[src/hdl/apr_pkg.sv]
// shared types for the aging page replacement block
`timescale 1ns / 1ps

package apr_pkg;

   // per-cell update command issued when a request is resolved
   typedef struct packed {
      logic step;   // shift this frame's age
      logic touch;  // this frame is the one referenced
      logic load;   // write the new page into this frame
   } cell_cmd_type;

endpackage

[src/hdl/aging_page_replacement_core.sv]
// top level of the aging page replacement block: control, fill count and the frame cell row
//
// Usage:
//   One request on the req_ channel carries a page number. The block looks it
//   up among NUM_FRAMES frames and answers with one response on the rsp_
//   channel: fault (miss) or hit, the frame that now holds the page, and the
//   page that was evicted, if any. Free frames are filled in index order; once
//   all are full the frame with the smallest age is replaced, lowest index on
//   ties. Every age then shifts right and the used frame gets its top bit set.
// Timing:
//   A request is taken only while the block is idle. Its lookup travels as a
//   wave through the row of frame cells, one cell per cycle; the response is
//   registered once the wave has left the last cell, and no new request is
//   taken until the block has written that response and returned to idle.
// Reset and stalls:
//   Reset empties all frames and clears all ages. The response sits in an
//   output register; the next request can be accepted while it waits, and
//   that request is held before its update until the response is taken.
`timescale 1ns / 1ps

module aging_page_replacement_core
   import apr_pkg::*;
#(
   parameter int NUM_FRAMES = 8,
   parameter int PAGE_BITS  = 16,
   parameter int AGE_BITS   = 8
) (
   input  logic        clock,
   input  logic        reset,
   input  logic        req_valid,
   output logic        req_ready,
   input  logic [15:0] req_page_number,
   output logic        rsp_valid,
   input  logic        rsp_ready,
   output logic        rsp_fault,
   output logic [2:0]  rsp_frame_index,
   output logic        rsp_evicted_valid,
   output logic [15:0] rsp_evicted_page
);

   localparam int IDX_W  = (NUM_FRAMES > 1) ? $clog2(NUM_FRAMES) : 1;
   localparam int FILL_W = $clog2(NUM_FRAMES + 1);

   localparam logic [1:0] ST_IDLE  = 2'd0;
   localparam logic [1:0] ST_SCAN  = 2'd1;
   localparam logic [1:0] ST_APPLY = 2'd2;

   logic [1:0]           state_ff, state_in;
   logic [IDX_W-1:0]     cnt_ff, cnt_in;
   logic [FILL_W-1:0]    fill_ff, fill_in;
   logic [PAGE_BITS-1:0] page_ff, page_in;

   logic        rsp_valid_ff, rsp_valid_in;
   logic        rsp_fault_ff, rsp_fault_in;
   logic [2:0]  rsp_frame_index_ff, rsp_frame_index_in;
   logic        rsp_evicted_valid_ff, rsp_evicted_valid_in;
   logic [15:0] rsp_evicted_page_ff, rsp_evicted_page_in;

   // scan carry between cells, slot i feeds cell i
   logic [NUM_FRAMES:0]  c_hit;
   logic [IDX_W-1:0]     c_hit_idx  [NUM_FRAMES+1];
   logic [NUM_FRAMES:0]  c_have;
   logic [AGE_BITS-1:0]  c_min_age  [NUM_FRAMES+1];
   logic [IDX_W-1:0]     c_min_idx  [NUM_FRAMES+1];
   logic [PAGE_BITS-1:0] c_min_page [NUM_FRAMES+1];

   cell_cmd_type cmd [NUM_FRAMES];

   logic                 req_fire;
   logic                 apply_fire;
   logic                 hit;
   logic                 full;
   logic                 evict;
   logic [IDX_W-1:0]     used;
   logic [PAGE_BITS+15:0] page_ext;
   logic [IDX_W+2:0]     used_ext;
   logic [PAGE_BITS+15:0] evict_ext;

   assign req_fire   = req_valid && req_ready;
   assign req_ready  = (state_ff == ST_IDLE);
   assign apply_fire = (state_ff == ST_APPLY) && (!rsp_valid_ff || rsp_ready);

   // incoming page trimmed or widened to the frame tag width
   assign page_ext = {{PAGE_BITS{1'b0}}, req_page_number};
   assign page_in  = req_fire ? page_ext[PAGE_BITS-1:0] : page_ff;

   // leftmost cell starts with an empty carry
   assign c_hit[0]      = 1'b0;
   assign c_hit_idx[0]  = '0;
   assign c_have[0]     = 1'b0;
   assign c_min_age[0]  = '0;
   assign c_min_idx[0]  = '0;
   assign c_min_page[0] = '0;

   // resolve the request from the carry leaving the last cell
   always_comb begin
      hit   = c_hit[NUM_FRAMES];
      full  = (fill_ff == FILL_W'(NUM_FRAMES));
      evict = !hit && full && c_have[NUM_FRAMES];
      if (hit) begin
         used = c_hit_idx[NUM_FRAMES];
      end else if (full) begin
         used = c_min_idx[NUM_FRAMES];
      end else begin
         used = IDX_W'(fill_ff);
      end
      used_ext  = {3'b000, used};
      evict_ext = {16'h0000, c_min_page[NUM_FRAMES]};
   end

   // per-cell commands
   for (genvar i = 0; i < NUM_FRAMES; i++) begin : g_cell
      always_comb begin
         cmd[i].step  = apply_fire;
         cmd[i].touch = apply_fire && (used == IDX_W'(i));
         cmd[i].load  = apply_fire && (used == IDX_W'(i)) && !hit;
      end

      apr_cell #(
         .PAGE_BITS (PAGE_BITS),
         .AGE_BITS  (AGE_BITS),
         .IDX_W     (IDX_W),
         .CELL_IDX  (i)
      ) u_cell (
         .clock         (clock),
         .reset         (reset),
         .cmd           (cmd[i]),
         .req_page      (page_ff),
         .occupied      (FILL_W'(i) < fill_ff),
         .cin_hit       (c_hit[i]),
         .cin_hit_idx   (c_hit_idx[i]),
         .cin_have      (c_have[i]),
         .cin_min_age   (c_min_age[i]),
         .cin_min_idx   (c_min_idx[i]),
         .cin_min_page  (c_min_page[i]),
         .cout_hit      (c_hit[i+1]),
         .cout_hit_idx  (c_hit_idx[i+1]),
         .cout_have     (c_have[i+1]),
         .cout_min_age  (c_min_age[i+1]),
         .cout_min_idx  (c_min_idx[i+1]),
         .cout_min_page (c_min_page[i+1])
      );
   end

   // control sequence: idle, scan wave through the row, apply
   always_comb begin
      state_in = state_ff;
      cnt_in   = cnt_ff;
      unique case (state_ff)
         ST_IDLE: begin
            if (req_valid) begin
               state_in = ST_SCAN;
               cnt_in   = '0;
            end
         end
         ST_SCAN: begin
            if (cnt_ff == IDX_W'(NUM_FRAMES - 1)) begin
               state_in = ST_APPLY;
            end else begin
               cnt_in = cnt_ff + 1'b1;
            end
         end
         ST_APPLY: begin
            if (!rsp_valid_ff || rsp_ready) begin
               state_in = ST_IDLE;
            end
         end
         default: begin
            state_in = ST_IDLE;
         end
      endcase
   end

   // fill count grows on a miss while free frames remain
   assign fill_in = (apply_fire && !hit && !full) ? fill_ff + 1'b1 : fill_ff;

   // response register
   always_comb begin
      rsp_valid_in         = rsp_valid_ff && !rsp_ready;
      rsp_fault_in         = rsp_fault_ff;
      rsp_frame_index_in   = rsp_frame_index_ff;
      rsp_evicted_valid_in = rsp_evicted_valid_ff;
      rsp_evicted_page_in  = rsp_evicted_page_ff;
      if (apply_fire) begin
         rsp_valid_in         = 1'b1;
         rsp_fault_in         = !hit;
         rsp_frame_index_in   = used_ext[2:0];
         rsp_evicted_valid_in = evict;
         rsp_evicted_page_in  = evict ? evict_ext[15:0] : 16'h0000;
      end
   end

   always_ff @(posedge clock) begin
      if (reset) begin
         state_ff     <= ST_IDLE;
         cnt_ff       <= '0;
         fill_ff      <= '0;
         rsp_valid_ff <= 1'b0;
      end else begin
         state_ff     <= state_in;
         cnt_ff       <= cnt_in;
         fill_ff      <= fill_in;
         rsp_valid_ff <= rsp_valid_in;
      end
   end

   always_ff @(posedge clock) begin
      page_ff              <= page_in;
      rsp_fault_ff         <= rsp_fault_in;
      rsp_frame_index_ff   <= rsp_frame_index_in;
      rsp_evicted_valid_ff <= rsp_evicted_valid_in;
      rsp_evicted_page_ff  <= rsp_evicted_page_in;
   end

   assign rsp_valid         = rsp_valid_ff;
   assign rsp_fault         = rsp_fault_ff;
   assign rsp_frame_index   = rsp_frame_index_ff;
   assign rsp_evicted_valid = rsp_evicted_valid_ff;
   assign rsp_evicted_page  = rsp_evicted_page_ff;

endmodule

[src/hdl/apr_cell.sv]
// one frame cell: page and age storage plus one stage of the lookup and victim scan
`timescale 1ns / 1ps

module apr_cell
   import apr_pkg::*;
#(
   parameter int PAGE_BITS = 16,
   parameter int AGE_BITS  = 8,
   parameter int IDX_W     = 3,
   parameter int CELL_IDX  = 0
) (
   input  logic                 clock,
   input  logic                 reset,
   input  cell_cmd_type         cmd,
   input  logic [PAGE_BITS-1:0] req_page,
   input  logic                 occupied,
   // scan carry from the left neighbor
   input  logic                 cin_hit,
   input  logic [IDX_W-1:0]     cin_hit_idx,
   input  logic                 cin_have,
   input  logic [AGE_BITS-1:0]  cin_min_age,
   input  logic [IDX_W-1:0]     cin_min_idx,
   input  logic [PAGE_BITS-1:0] cin_min_page,
   // registered scan carry to the right neighbor
   output logic                 cout_hit,
   output logic [IDX_W-1:0]     cout_hit_idx,
   output logic                 cout_have,
   output logic [AGE_BITS-1:0]  cout_min_age,
   output logic [IDX_W-1:0]     cout_min_idx,
   output logic [PAGE_BITS-1:0] cout_min_page
);

   localparam logic [IDX_W-1:0]    MY_IDX  = IDX_W'(CELL_IDX);
   localparam logic [AGE_BITS-1:0] AGE_TOP = AGE_BITS'(1) << (AGE_BITS - 1);

   logic [PAGE_BITS-1:0] page_ff, page_in;
   logic [AGE_BITS-1:0]  age_ff, age_in;

   logic                 hit_ff, hit_in;
   logic [IDX_W-1:0]     hit_idx_ff, hit_idx_in;
   logic                 have_ff, have_in;
   logic [AGE_BITS-1:0]  min_age_ff, min_age_in;
   logic [IDX_W-1:0]     min_idx_ff, min_idx_in;
   logic [PAGE_BITS-1:0] min_page_ff, min_page_in;

   logic match;
   logic take_min;

   // lookup and minimum stage, lowest index wins on both
   always_comb begin
      match       = occupied && (page_ff == req_page);
      take_min    = !cin_have || (age_ff < cin_min_age);
      hit_in      = cin_hit || match;
      hit_idx_in  = (!cin_hit && match) ? MY_IDX : cin_hit_idx;
      have_in     = 1'b1;
      min_age_in  = take_min ? age_ff  : cin_min_age;
      min_idx_in  = take_min ? MY_IDX  : cin_min_idx;
      min_page_in = take_min ? page_ff : cin_min_page;
   end

   // frame update: evicted or filled frame restarts at the top bit
   always_comb begin
      age_in  = age_ff;
      page_in = page_ff;
      if (cmd.step) begin
         if (cmd.load) begin
            age_in  = AGE_TOP;
            page_in = req_page;
         end else begin
            age_in = (age_ff >> 1) | (cmd.touch ? AGE_TOP : '0);
         end
      end
   end

   always_ff @(posedge clock) begin
      if (reset) begin
         age_ff <= '0;
      end else begin
         age_ff <= age_in;
      end
   end

   always_ff @(posedge clock) begin
      page_ff     <= page_in;
      hit_ff      <= hit_in;
      hit_idx_ff  <= hit_idx_in;
      have_ff     <= have_in;
      min_age_ff  <= min_age_in;
      min_idx_ff  <= min_idx_in;
      min_page_ff <= min_page_in;
   end

   assign cout_hit      = hit_ff;
   assign cout_hit_idx  = hit_idx_ff;
   assign cout_have     = have_ff;
   assign cout_min_age  = min_age_ff;
   assign cout_min_idx  = min_idx_ff;
   assign cout_min_page = min_page_ff;

endmodule

[config.mk]
export PLATFORM = sky130hd
export DESIGN_NAME = aging_page_replacement_core
export DESIGN_NICKNAME = d
export VERILOG_FILES = /design/src/hdl/apr_pkg.sv /design/src/hdl/aging_page_replacement_core.sv /design/src/hdl/apr_cell.sv
export SDC_FILE = /design/constraint.sdc
export NUM_CORES = 1
export LEC_CHECK = 0
export BUFFER_PORTS_ARGS = -buffer_cell sky130_fd_sc_hd__buf_2
export CAP_MARGIN = 20
export CORE_AREA = 2 2 213 215
export DETAILED_ROUTE_END_ITERATION = 12
export DIE_AREA = 0 0 215 217
export HOLD_SLACK_MARGIN = 0.06
export PLACE_DENSITY_LB_ADDON = 0.25
export REMOVE_ABC_BUFFERS = 1
export SLEW_MARGIN = 30
export SYNTH_ARGS = -nofsm -noshare
export SYNTH_HDL_FRONTEND = slang
export SYNTH_SLANG_ARGS = --single-unit
export TNS_END_PERCENT = 30
[constraint.sdc]
create_clock -name clock -period 3.7 [get_ports clock]
set_input_delay 0.925 -clock clock [delete_from_list [all_inputs] [get_ports clock]]
set_output_delay 0.925 -clock clock [all_outputs]
set_load 0.005 [all_outputs]
==> results of run 1 <==
[metrics by stage]
stage / hold WS, ns / power [mW]
floorplan: 0.324 / 5.51
global placement: 0.331 / 5.60
detailed placement: 0.333 / 5.60
CTS: 0.347 / 10.4
global route: 0.365 / 10.7
finish: 0.345 / 10.3
[sequential cells by signal (all words and copies together), names as in the netlist, 16 cells and up]
signal                       count
page_ff                         16
g_cell.u_cell.cout_min_idx      17
g_cell.u_cell.cout_hit_idx      17
g_cell.u_cell.cout_min_age      56
g_cell.u_cell.page_ff          128
g_cell.u_cell.cout_min_page    128
rsp_evicted_page                16
g_cell.u_cell.age_ff            64
[Yosys cell counts (19+ instances only)]
master / instances
mux2_2: 160
nor4_1: 20
dfxtp_1: 300
nor2_1: 34
a22o_1: 46
ha_1: 54
inv_1: 61
xnor2_1: 43
xor2_1: 88
edfxtp_1: 165
nand2_1: 36
and3_1: 19
a21oi_1: 23
[layer usage]
| metal | global-route usage [%] | vias up | wire [um] |
|---|---|---|---|
| li1 | - | 4722 | - |
| met1 | 20.1 | 4678 | 16400 |
| met2 | 26.3 | 119 | 17100 |
| met3 | 2.35 | 51 | 969 |
| met4 | 3.91 | 0 | 630 |
| met5 | 0 | - | 0 |
[cells in the final DEF (no fill, tap or decap), types with 3 or more instances in the layout]
cell type and n:
nand2_1 36, nor2_1 33, clkinvlp_4 4, xor2_1 88, nor2b_1 18, and3_1 19
o31ai_1 4, xnor2_1 43, a32o_1 5, a31oi_4 3, nand4_1 9, nand2b_1 14
bufinv_16 5, dfxtp_1 300, nand3_1 18, o21ai_0 17, mux2_2 160, buf_2 42
clkbuf_1 9, clkbuf_8 10, a211oi_1 7, a21oi_2 10, or2_2 16, clkbuf_16 48
o211ai_1 5, a21oi_4 3, a22o_1 46, o21bai_1 10, nor4_1 20, a22oi_1 6
inv_1 61, a21oi_1 22, ha_1 54, buf_4 34, nor3_1 10, edfxtp_1 165
clkinv_2 4, nor3_2 3
[worst max-delay path, delay by kind of cell, from the launching register on]
family,cells,cell delay (ns)
and+or+nand+nor,3,0.44
DFF,1,0.38
AOI/OAI and AO/OA,1,0.27
muxes,1,0.39
adders and majority gates,1,0.32
buffers and inverters,3,0.69
[power by group through the flow]
stage | Sequential (mW) | Clock [mW] | Combinational [mW]
after floorplan | 5.45 | 0 | 0.0664
after global placement | 5.45 | 0 | 0.148
after detailed placement | 5.45 | 0 | 0.148
after CTS | 5.34 | 4.96 | 0.149
after global routing | 5.34 | 5.18 | 0.161
final | 5.34 | 4.84 | 0.146
[final cells by class]
cell class	instances	area, um2	share of cell area, %
inverter	62	233	1.16
clock buffer	66	1350	6.70
sequential	465	11000	54.5
multi-input combinational	709	6050	30.1
tap	600	751	3.74
timing repair buffer	77	490	2.44
clock inverter	18	264	1.31
[logic make-up (layout without fill, tap and decap cells)]
kind of cell	after synthesis	after routing
flip-flops	465	465
adder cells (fa/ha/maj)	54	54
multiplexers	165	165
XOR/XNOR	131	131
buffers and inverters	109	223
AND/OR/NAND/NOR	213	213
AO/OA/AOI/OAI	146	146
[final timing paths]
path                                           end  depth (start not counted)
hold reg to reg   g_cell[0].u_cell.cout_min_age[6]                          0
setup / recovery       g_cell[2].u_cell.page_ff[2]                          9
setup reg to reg       g_cell[2].u_cell.page_ff[2]                          9
hold / removal    g_cell[0].u_cell.cout_min_age[6]                          0
==> reports/metrics.yaml, run 1 <==
outcome:
  status: "completed"
yosys:
  synthAdderAreaFrac_pct: 3.87
  synth_compound_area_share_pct: 6.71
  synth_cells: 1283
  synthMuxAreaShare_pct: 10.7
  synth-edff-count: 165
  synth_cell_types: 56
  yosysWarningCount: 0
  synth-simple-area-share_pct: 6.60
  synth_top_family_by_area: "multiplexers"
  netlist_area_um2: 17500
  yosys.area_share.xor_xnor_pct: 6.56
  synth_top_area_share_pct: 34.4
  synth-seq-cells: 465
  synthArstFlopShare_pct: 0
  yosys.area.top_type: "dfxtp_1"
  syn_area_per_cell_um2: 13.6
  synth-main-ff-cell: "dfxtp_1"
  synth.area.top_cells: "dfxtp_1 34%, edfxtp_1 28%, mux2_2 10%"
  yosysSeqAreaShare_pct: 62.7
setup_path:
  crit_chain: "inv_1 > ha_1 > and3b_1 > buf_4 > mux2i_4 > o21a_4 > nand2_1 > nor2_1 > buf_4"
  worstPathArrival_ns: 3.06
  cp-start-kind: "flop"
  r2r-start: "fill_ff[1]"
  end_kind: "flop"
  crit_start: "fill_ff[1]"
  worst_path_largest_cell_delay_ns: 0.39
  required_ns: 3.96
  critical-path-slowest-cell: "mux2i_4"
  crit_path_frequent_cell: "buf_4"
  cp_max_fo: 19
  ff2ff_setup_slack_ns: 0.90
  path_class: "flop to flop"
global_routing:
  grt_pass1_vias: 9921
  grt_use_total_pct: 15.3
  grt_overflow: 0
  antenna_found_initial: 0
  grt_pass1_wl_um: 55700
  grt_max_degree: 52
drt:
  wire_per_inst_um: 17.6
  drtPass1Iterations: 5
  drc: 0
  route.final.wire_length_um: 35200
  dr.first_iter.drc_count: 557
  via_per_inst: 4.79
  via_count: 9570
  drtAntennaViolNets: 0
cts:
  cts_setup_buffers: 0
  cts-buffers-inserted: 46
  htreeDepth: 2
  cts_max_path_buffers: 3
  hold_buffers: 0
  clk_latency_ns: 0.58
  root_buffer: "clkbuf_16"
  cts_num_sinks: 465
  post_cts_resized: 0
  clkTransAtPathRegs_ns: 0.06
  cts_tree: "built"
job:
  cap_violations: 0
pwr:
  p_sw_share_pct: 20.0
  p_per_area_nw_per_um2: 514
  p_comb_share_pct: 1.4
  sequentialPowerShare_pct: 51.7
  p_leak_nw: 7.57
  p_clk_share_pct: 46.9
  peakVddDrop_mv: 0.368
  power.internal_mw: 8.26
  p_switching_mw: 2.07
timing:
  setup_violations: 0
  hold_viol_final: 0
  period_share_pct: 75.7
  slew-limit-headroom_pct: 46.4
  worst_pin_slew_ns: 0.803
  period_needed_ns: 2.80
  timing.fmax_mhz: 357
  skew_ns: 0.0405
  rsz0062_at_grt: "no"
  layout_setup_ws_ns: 0.900
  drv_slew: 0
  fin_tns_setup_ns: 0
worst_hold_path:
  worstHoldStart: "g_cell[0].u_cell.age_ff[6]"
  hold_class: "flop to flop"
final_layout:
  fillers: 4101
  layout.nets: 1435
  final_util_pct: 45.0
  drive_gt1_share_pct: 25.6
  finalNonFillerCells: 1997
  synthToLayoutAreaGrowth_pct: 15.0
  design_area_um2: 20100
  diodes: 0
placed_design:
  io_buffers: 42
  gp_congestion: 0.745
  dp_hpwl_um: 24600
  dp_slack_ns: 0.883
  placedCellCount: 1912
  placed_cell_area_um2: 18500
floorplan:
  row_count: 78
  die_h_um: 217
  ioPinCount: 43
  core_um2: 44700
  die_w_um: 215
  start_util_pct: 39.1
  dieArea_um2: 46700
Note: power is estimated with default switching activity, not from simulation.
==> run 2: changes to the inputs <==
Clock period 3.7 ns to 2.8 ns, I/O delays scaled along.
==> run 2 against run 1 <==
Against the previous run:
- via count up 0.99%
- utilization up 0.062 points
- cell count up 0.90%
- largest power group unchanged
==> reports/metrics.yaml, run 2 (synthesized netlist as in run 1, its figures left out) <==
outcome:
  status: "completed"
job:
  cap_violations: 0  # unchanged
global_routing:
  grt_overflow: 0  # unchanged
  grt_use_total_pct: 15.1  # -0.13 points
  grt_pass1_wl_um: 55500  # -0.38%
  grt_max_degree: 29  # -44%
  antenna_found_initial: 0  # unchanged
  grt_pass1_vias: 9899  # -0.22%
timing:
  period_needed_ns: 2.42  # -0.381 ns
  worst_pin_slew_ns: 0.646  # -0.158 ns
  slew-limit-headroom_pct: 56.9  # +11 points
  hold_viol_final: 0  # unchanged
  skew_ns: 0.0341  # -0.00640 ns
  fin_tns_setup_ns: 0  # unchanged
  period_share_pct: 86.4  # +11 points
  rsz0062_at_grt: "no"
  setup_violations: 0  # unchanged
  layout_setup_ws_ns: 0.382  # -0.519 ns
  drv_slew: 0  # unchanged
  timing.fmax_mhz: 414  # +16%
final_layout:
  synthToLayoutAreaGrowth_pct: 15.1
  seq_area_um2: 11000  # unchanged
  fillers: 4135  # +0.83%
  final_cell_mix: "300 x dfxtp_1, 165 x edfxtp_1, 160 x mux2_2"
  drive_gt1_share_pct: 26.2  # +0.66 points
  layout_commonest_cell: "dfxtp_1"
  layout.nets: 1453  # +1.3%
  diodes: 0  # unchanged
  design_area_um2: 20100  # +0.14%
  multiInputGateArea_um2: 6050  # unchanged
setup_path:
  timing.rr.end: "g_cell[6].u_cell.page_ff[8]"
  r2r_cells: 8  # -1
  cp_max_fo: 16  # -3
  required_ns: 3.04  # -0.92 ns
  cp-start-kind: "flop"
  worstPathArrival_ns: 2.66  # -0.40 ns
  ff2ff_setup_slack_ns: 0.38  # -0.52 ns
  end_kind: "flop"
  r2r-start: "fill_ff[1]"
  path_class: "flop to flop"
pwr:
  p_clk_share_pct: 45.6  # -1.3 points
  p_leak_nw: 7.63  # +0.78%
  p_per_area_nw_per_um2: 663  # +29%
  p_switching_mw: 2.71  # +31%
  p_comb_share_pct: 1.6  # +0.2 points
  sequentialPowerShare_pct: 52.8  # +1.1 points
  p_sw_share_pct: 20.3  # +0.32 points
  peakVddDrop_mv: 0.475  # +29%
  power.internal_mw: 10.6  # +29%
cts:
  hold_buffers: 0  # unchanged
  cts_setup_buffers: 0  # unchanged
  htreeDepth: 2  # unchanged
  cts_max_path_buffers: 3  # unchanged
  clk_latency_ns: 0.58  # about the same
  cts_tree: "built"
  clkTransAtPathRegs_ns: 0.06  # about the same
  cts-buffers-inserted: 46  # unchanged
  post_cts_resized: 0  # unchanged
  root_buffer: "clkbuf_16"
  cts_num_sinks: 465  # unchanged
drt:
  via_count: 9665  # +0.99%
  drtAntennaViolNets: 0  # unchanged
  route.final.wire_length_um: 35200  # about the same
  wire_per_inst_um: 17.5  # -0.91%
  drc: 0  # unchanged
  dr.first_iter.drc_count: 499  # -10%
  via_per_inst: 4.80  # about the same
  drtPass1Iterations: 4  # -1
floorplan:
  die_w_um: 215  # unchanged
  die_h_um: 217  # unchanged
  core_um2: 44700  # unchanged
  start_util_pct: 39.1  # unchanged
  row_count: 78  # unchanged
  ioPinCount: 43  # unchanged
  dieArea_um2: 46700  # unchanged
worst_hold_path:
  hold_class: "input port to flop"
  holdPathEnd: "page_ff[9]"
  min_path_cells: 1  # +1
  worstHoldStart: "req_page_number[9]"
placed_design:
  dp_hpwl_um: 25000  # +1.5%
  placed_cell_area_um2: 18600  # +0.84%
  dp_slack_ns: 0.349  # -0.534 ns
  gp_congestion: 0.782  # +5.0%
  io_buffers: 42  # unchanged
==> run 2: changes by cell type in the layout (fill, tap and decap cells not counted), sizes merged <==
cell,previous run,this run
clkinv,7,15
clkbuf,67,66
buf,76,95
bufinv,5,2
clkinvlp,4,0
inv,64,63
==> run 2: layout make-up <==
class                   instances  area share (%)
clock buffers                  66            6.70
clock inverters                18           0.796
inverters                      62            1.16
multi-input cells             709            30.1
flip-flops and latches        465            54.5
well taps                     600            3.73
repair buffers                 95            3.08
==> run 2: stage by stage <==
step                      util [%]  hold slack [ns]  power (mW)  cells
after global placement        41.7            0.331        7.41   1931
after CTS                     45.0            0.272        13.5   2015
after detailed placement      41.7            0.337        7.41   1931
final                         45.0            0.298        13.3   2015
after global routing          45.0            0.289        13.8   2015
after floorplan                  -            0.324        7.28   1236
==> run 2: critical path, stage by stage, from the launching register on <==
cell	delay [ns]
dfxtp_1	0.30
inv_1	0.10
ha_1	0.17
and3b_1	0.38
mux2i_4	0.39
o21a_4	0.26
nand2_1	0.10
nor2_1	0.12
buf_4	0.27
==> run 2: power by group through the flow <==
| stage | clock network (mW) | registers (mW) | logic [mW] |
|---|---|---|---|
| CTS | 6.24 | 7.05 | 0.212 |
| global placement | 0 | 7.20 | 0.211 |
| floorplan | 0 | 7.20 | 0.0877 |
| detailed placement | 0 | 7.20 | 0.211 |
| finish | 6.08 | 7.05 | 0.207 |
| global route | 6.49 | 7.05 | 0.230 |
==> run 2: metal layers <==
layer  vias to the layer above  wire length, um  GRT usage, %
met3                        57              950          2.33
met5                         -                0             0
met1                      4748            16100          19.6
met4                         0              766          4.46
li1                       4756                -             -
met2                       104            17300          26.2
==> run 2: worst max-delay path by stage <==
stage | slack [ns] | startpoint | endpoint | depth (start not counted)
4_1_cts | 0.36 | fill_ff[1] | g_cell[6].u_cell.page_ff[11] | 8
2_1_floorplan | -0.56 | rsp_ready | g_cell[0].u_cell.age_ff[7] | 5
5_1_grt | 0.18 | fill_ff[1] | g_cell[6].u_cell.page_ff[11] | 8
6_report | 0.38 | fill_ff[1] | g_cell[6].u_cell.page_ff[8] | 8
3_5_place_dp | 0.35 | fill_ff[1] | g_cell[2].u_cell.page_ff[2] | 8
3_3_place_gp | 0.42 | fill_ff[1] | g_cell[6].u_cell.page_ff[3] | 8
==> run 3: changes to the inputs <==
Settings changed: BUFFER_PORTS_ARGS -buffer_cell sky130_fd_sc_hd__buf_2 to unset, DONT_BUFFER_PORTS set to 1.
==> run 3 against run 2 <==
Against the previous run:
- count of clock-buffer cells in the layout up 8
- die area unchanged
- first-iteration DRC count unchanged
- hold slack worse by 0.078 ns
- combinational power down 14%
- largest power group unchanged
- highest routed layer unchanged
==> reports/metrics.yaml, run 3 (synthesized netlist as in run 1, its figures left out) <==
worst_hold_path:
  min_path_cells: 1  # unchanged
  holdPathEnd: "g_cell[7].u_cell.age_ff[2]"
  hold_class: "input port to flop"
  worstHoldStart: "reset"
setup_path:
  ff2ff_setup_slack_ns: 0.33  # -0.05 ns
  r2r_cells: 9  # +1
  worst_path_largest_cell_delay_ns: 0.46  # +0.07 ns
  crit_path_frequent_cell: "buf_4"
  cp-start-kind: "flop"
  worstPathArrival_ns: 2.92  # +0.26 ns
  required_ns: 3.25  # +0.21 ns
  r2r-start: "fill_ff[1]"
  critical-path-slowest-cell: "a311oi_4"
  cp_max_fo: 17  # +1
  end_kind: "flop"
  crit_chain: "inv_1 > ha_1 > buf_4 > a311oi_4 > nand4_1 > nor2_1 > buf_4 > nor2_2 > a22o_1"
  timing.rr.end: "g_cell[3].u_cell.age_ff[1]"
  path_class: "flop to flop"
  crit_start: "fill_ff[1]"
floorplan:
  core_um2: 44700  # unchanged
  start_util_pct: 39.1  # unchanged
  row_count: 78  # unchanged
  die_w_um: 215  # unchanged
  ioPinCount: 43  # unchanged
  die_h_um: 217  # unchanged
  dieArea_um2: 46700  # unchanged
timing:
  skew_ns: 0.0237  # -0.0104 ns
  drv_slew: 0  # unchanged
  layout_setup_ws_ns: 0.328  # -0.0538 ns
  hold_viol_final: 0  # unchanged
  period_share_pct: 88.3  # +1.9 points
  rsz0062_at_grt: "no"
  timing.fmax_mhz: 405  # -2.2%
  hold_ws_ns: 0.220  # -0.0778 ns
  fin_tns_setup_ns: 0  # unchanged
  period_needed_ns: 2.47  # +0.0538 ns
  worst_pin_slew_ns: 0.716  # +0.0699 ns
  setup_violations: 0  # unchanged
  slew-limit-headroom_pct: 52.3  # -4.7 points
final_layout:
  diodes: 0  # unchanged
  synthToLayoutAreaGrowth_pct: 13.7
  fillers: 4168  # +0.80%
  final_cell_mix: "300 x dfxtp_1, 165 x edfxtp_1, 160 x mux2_2"
  layout.nets: 1406  # -3.2%
  layout_commonest_cell: "dfxtp_1"
  drive_gt1_share_pct: 23.7  # -2.6 points
drt:
  drtPass1Iterations: 4  # unchanged
  via_per_inst: 4.78  # -0.36%
  dr.first_iter.drc_count: 499  # unchanged
  wire_per_inst_um: 17.8  # +1.8%
  drtAntennaViolNets: 0  # unchanged
  drc: 0  # unchanged
  route.final.wire_length_um: 35000  # -0.56%
  via_count: 9410  # -2.6%
global_routing:
  grt_pass1_wl_um: 55400  # -0.12%
  grt_overflow: 0  # unchanged
  grt_pass1_vias: 9724  # -1.8%
  grt_max_degree: 52  # +79%
  antenna_found_initial: 0  # unchanged
  grt_use_total_pct: 15.1  # +0.017 points
cts:
  root_buffer: "clkbuf_16"
  clkTransAtPathRegs_ns: 0.06  # about the same
  cts-buffers-inserted: 46  # unchanged
  cts_num_sinks: 465  # unchanged
  hold_buffers: 0  # unchanged
  cts_max_path_buffers: 3  # unchanged
  cts_tree: "built"
  post_cts_resized: 0  # unchanged
  clk_latency_ns: 0.56  # -0.02 ns
  cts_setup_buffers: 0  # unchanged
  htreeDepth: 2  # unchanged
pwr:
  p_per_area_nw_per_um2: 666  # +0.56%
  peakVddDrop_mv: 0.544  # +15%
  p_leak_nw: 7.40  # -3.0%
outcome:
  status: "completed"
placed_design:
  io_buffers: 0  # -100%
  dp_slack_ns: 0.340  # -0.00891 ns
  gp_congestion: 0.736  # -5.9%
  dp_hpwl_um: 24500  # -2.0%
job:
  cap_violations: 0  # unchanged
-- run 3: cell type report --
| class | count | area [um2] | share of cell area (%) |
|---|---|---|---|
| Sequential cell | 465 | 11000 | 55.2 |
| Tap cell | 600 | 751 | 3.78 |
| Inverter | 62 | 233 | 1.17 |
| Multi-Input combinational cell | 709 | 6050 | 30.5 |
| Clock inverter | 11 | 109 | 0.548 |
| Timing Repair Buffer | 48 | 385 | 1.94 |
| Clock buffer | 74 | 1380 | 6.93 |
-- run 3: critical path: cells and delay by family (launching register included) --
kind,cells,cell delay (ns)
DFF,1,0.33
adders and majority gates,1,0.20
buffers and inverters,3,0.52
and+or+nand+nor,3,0.65
AOI/OAI and AO/OA,2,0.66
-- run 3: stage by stage --
stage	instances	utilization (%)	area [um2]	power, mW
detailed placement	1884	41.1	18400	7.38
global route	1969	44.4	19900	13.7
floorplan	1236	-	17200	7.28
global placement	1884	41.1	18400	7.38
CTS	1969	44.4	19900	13.4
finish	1969	44.4	19900	13.2
-- run 3: report_power, final --
| group | internal, mW | leakage (nW) | switching (mW) | total (mW) |
|---|---|---|---|---|
| logic | 0.0714 | 2.66 | 0.108 | 0.179 |
| clock network | 3.47 | 0.735 | 2.54 | 6.01 |
| registers | 7.00 | 4.00 | 0.0511 | 7.05 |
-- run 3: worst max-delay path by stage --
stage / to / slack [ns] / cells past startpoint
global route: g_cell[3].u_cell.age_ff[2] / 0.15 / 9
global placement: g_cell[3].u_cell.age_ff[0] / 0.38 / 9
floorplan: g_cell[0].u_cell.age_ff[7] / -0.56 / 5
finish: g_cell[3].u_cell.age_ff[1] / 0.33 / 9
CTS: g_cell[6].u_cell.page_ff[11] / 0.32 / 8
detailed placement: g_cell[3].u_cell.age_ff[1] / 0.34 / 9
-- run 3: metal layers --
metal | GRT usage, % | routed length [um] | share of wire (%) | vias up
li1 | - | - | - | 4661
met1 | 19.8 | 16100 | 46 | 4588
met2 | 26.1 | 17100 | 49 | 107
met3 | 2.33 | 991 | 2.8 | 54
met4 | 4.14 | 761 | 2.2 | 0
met5 | 0 | 0 | 0 | -
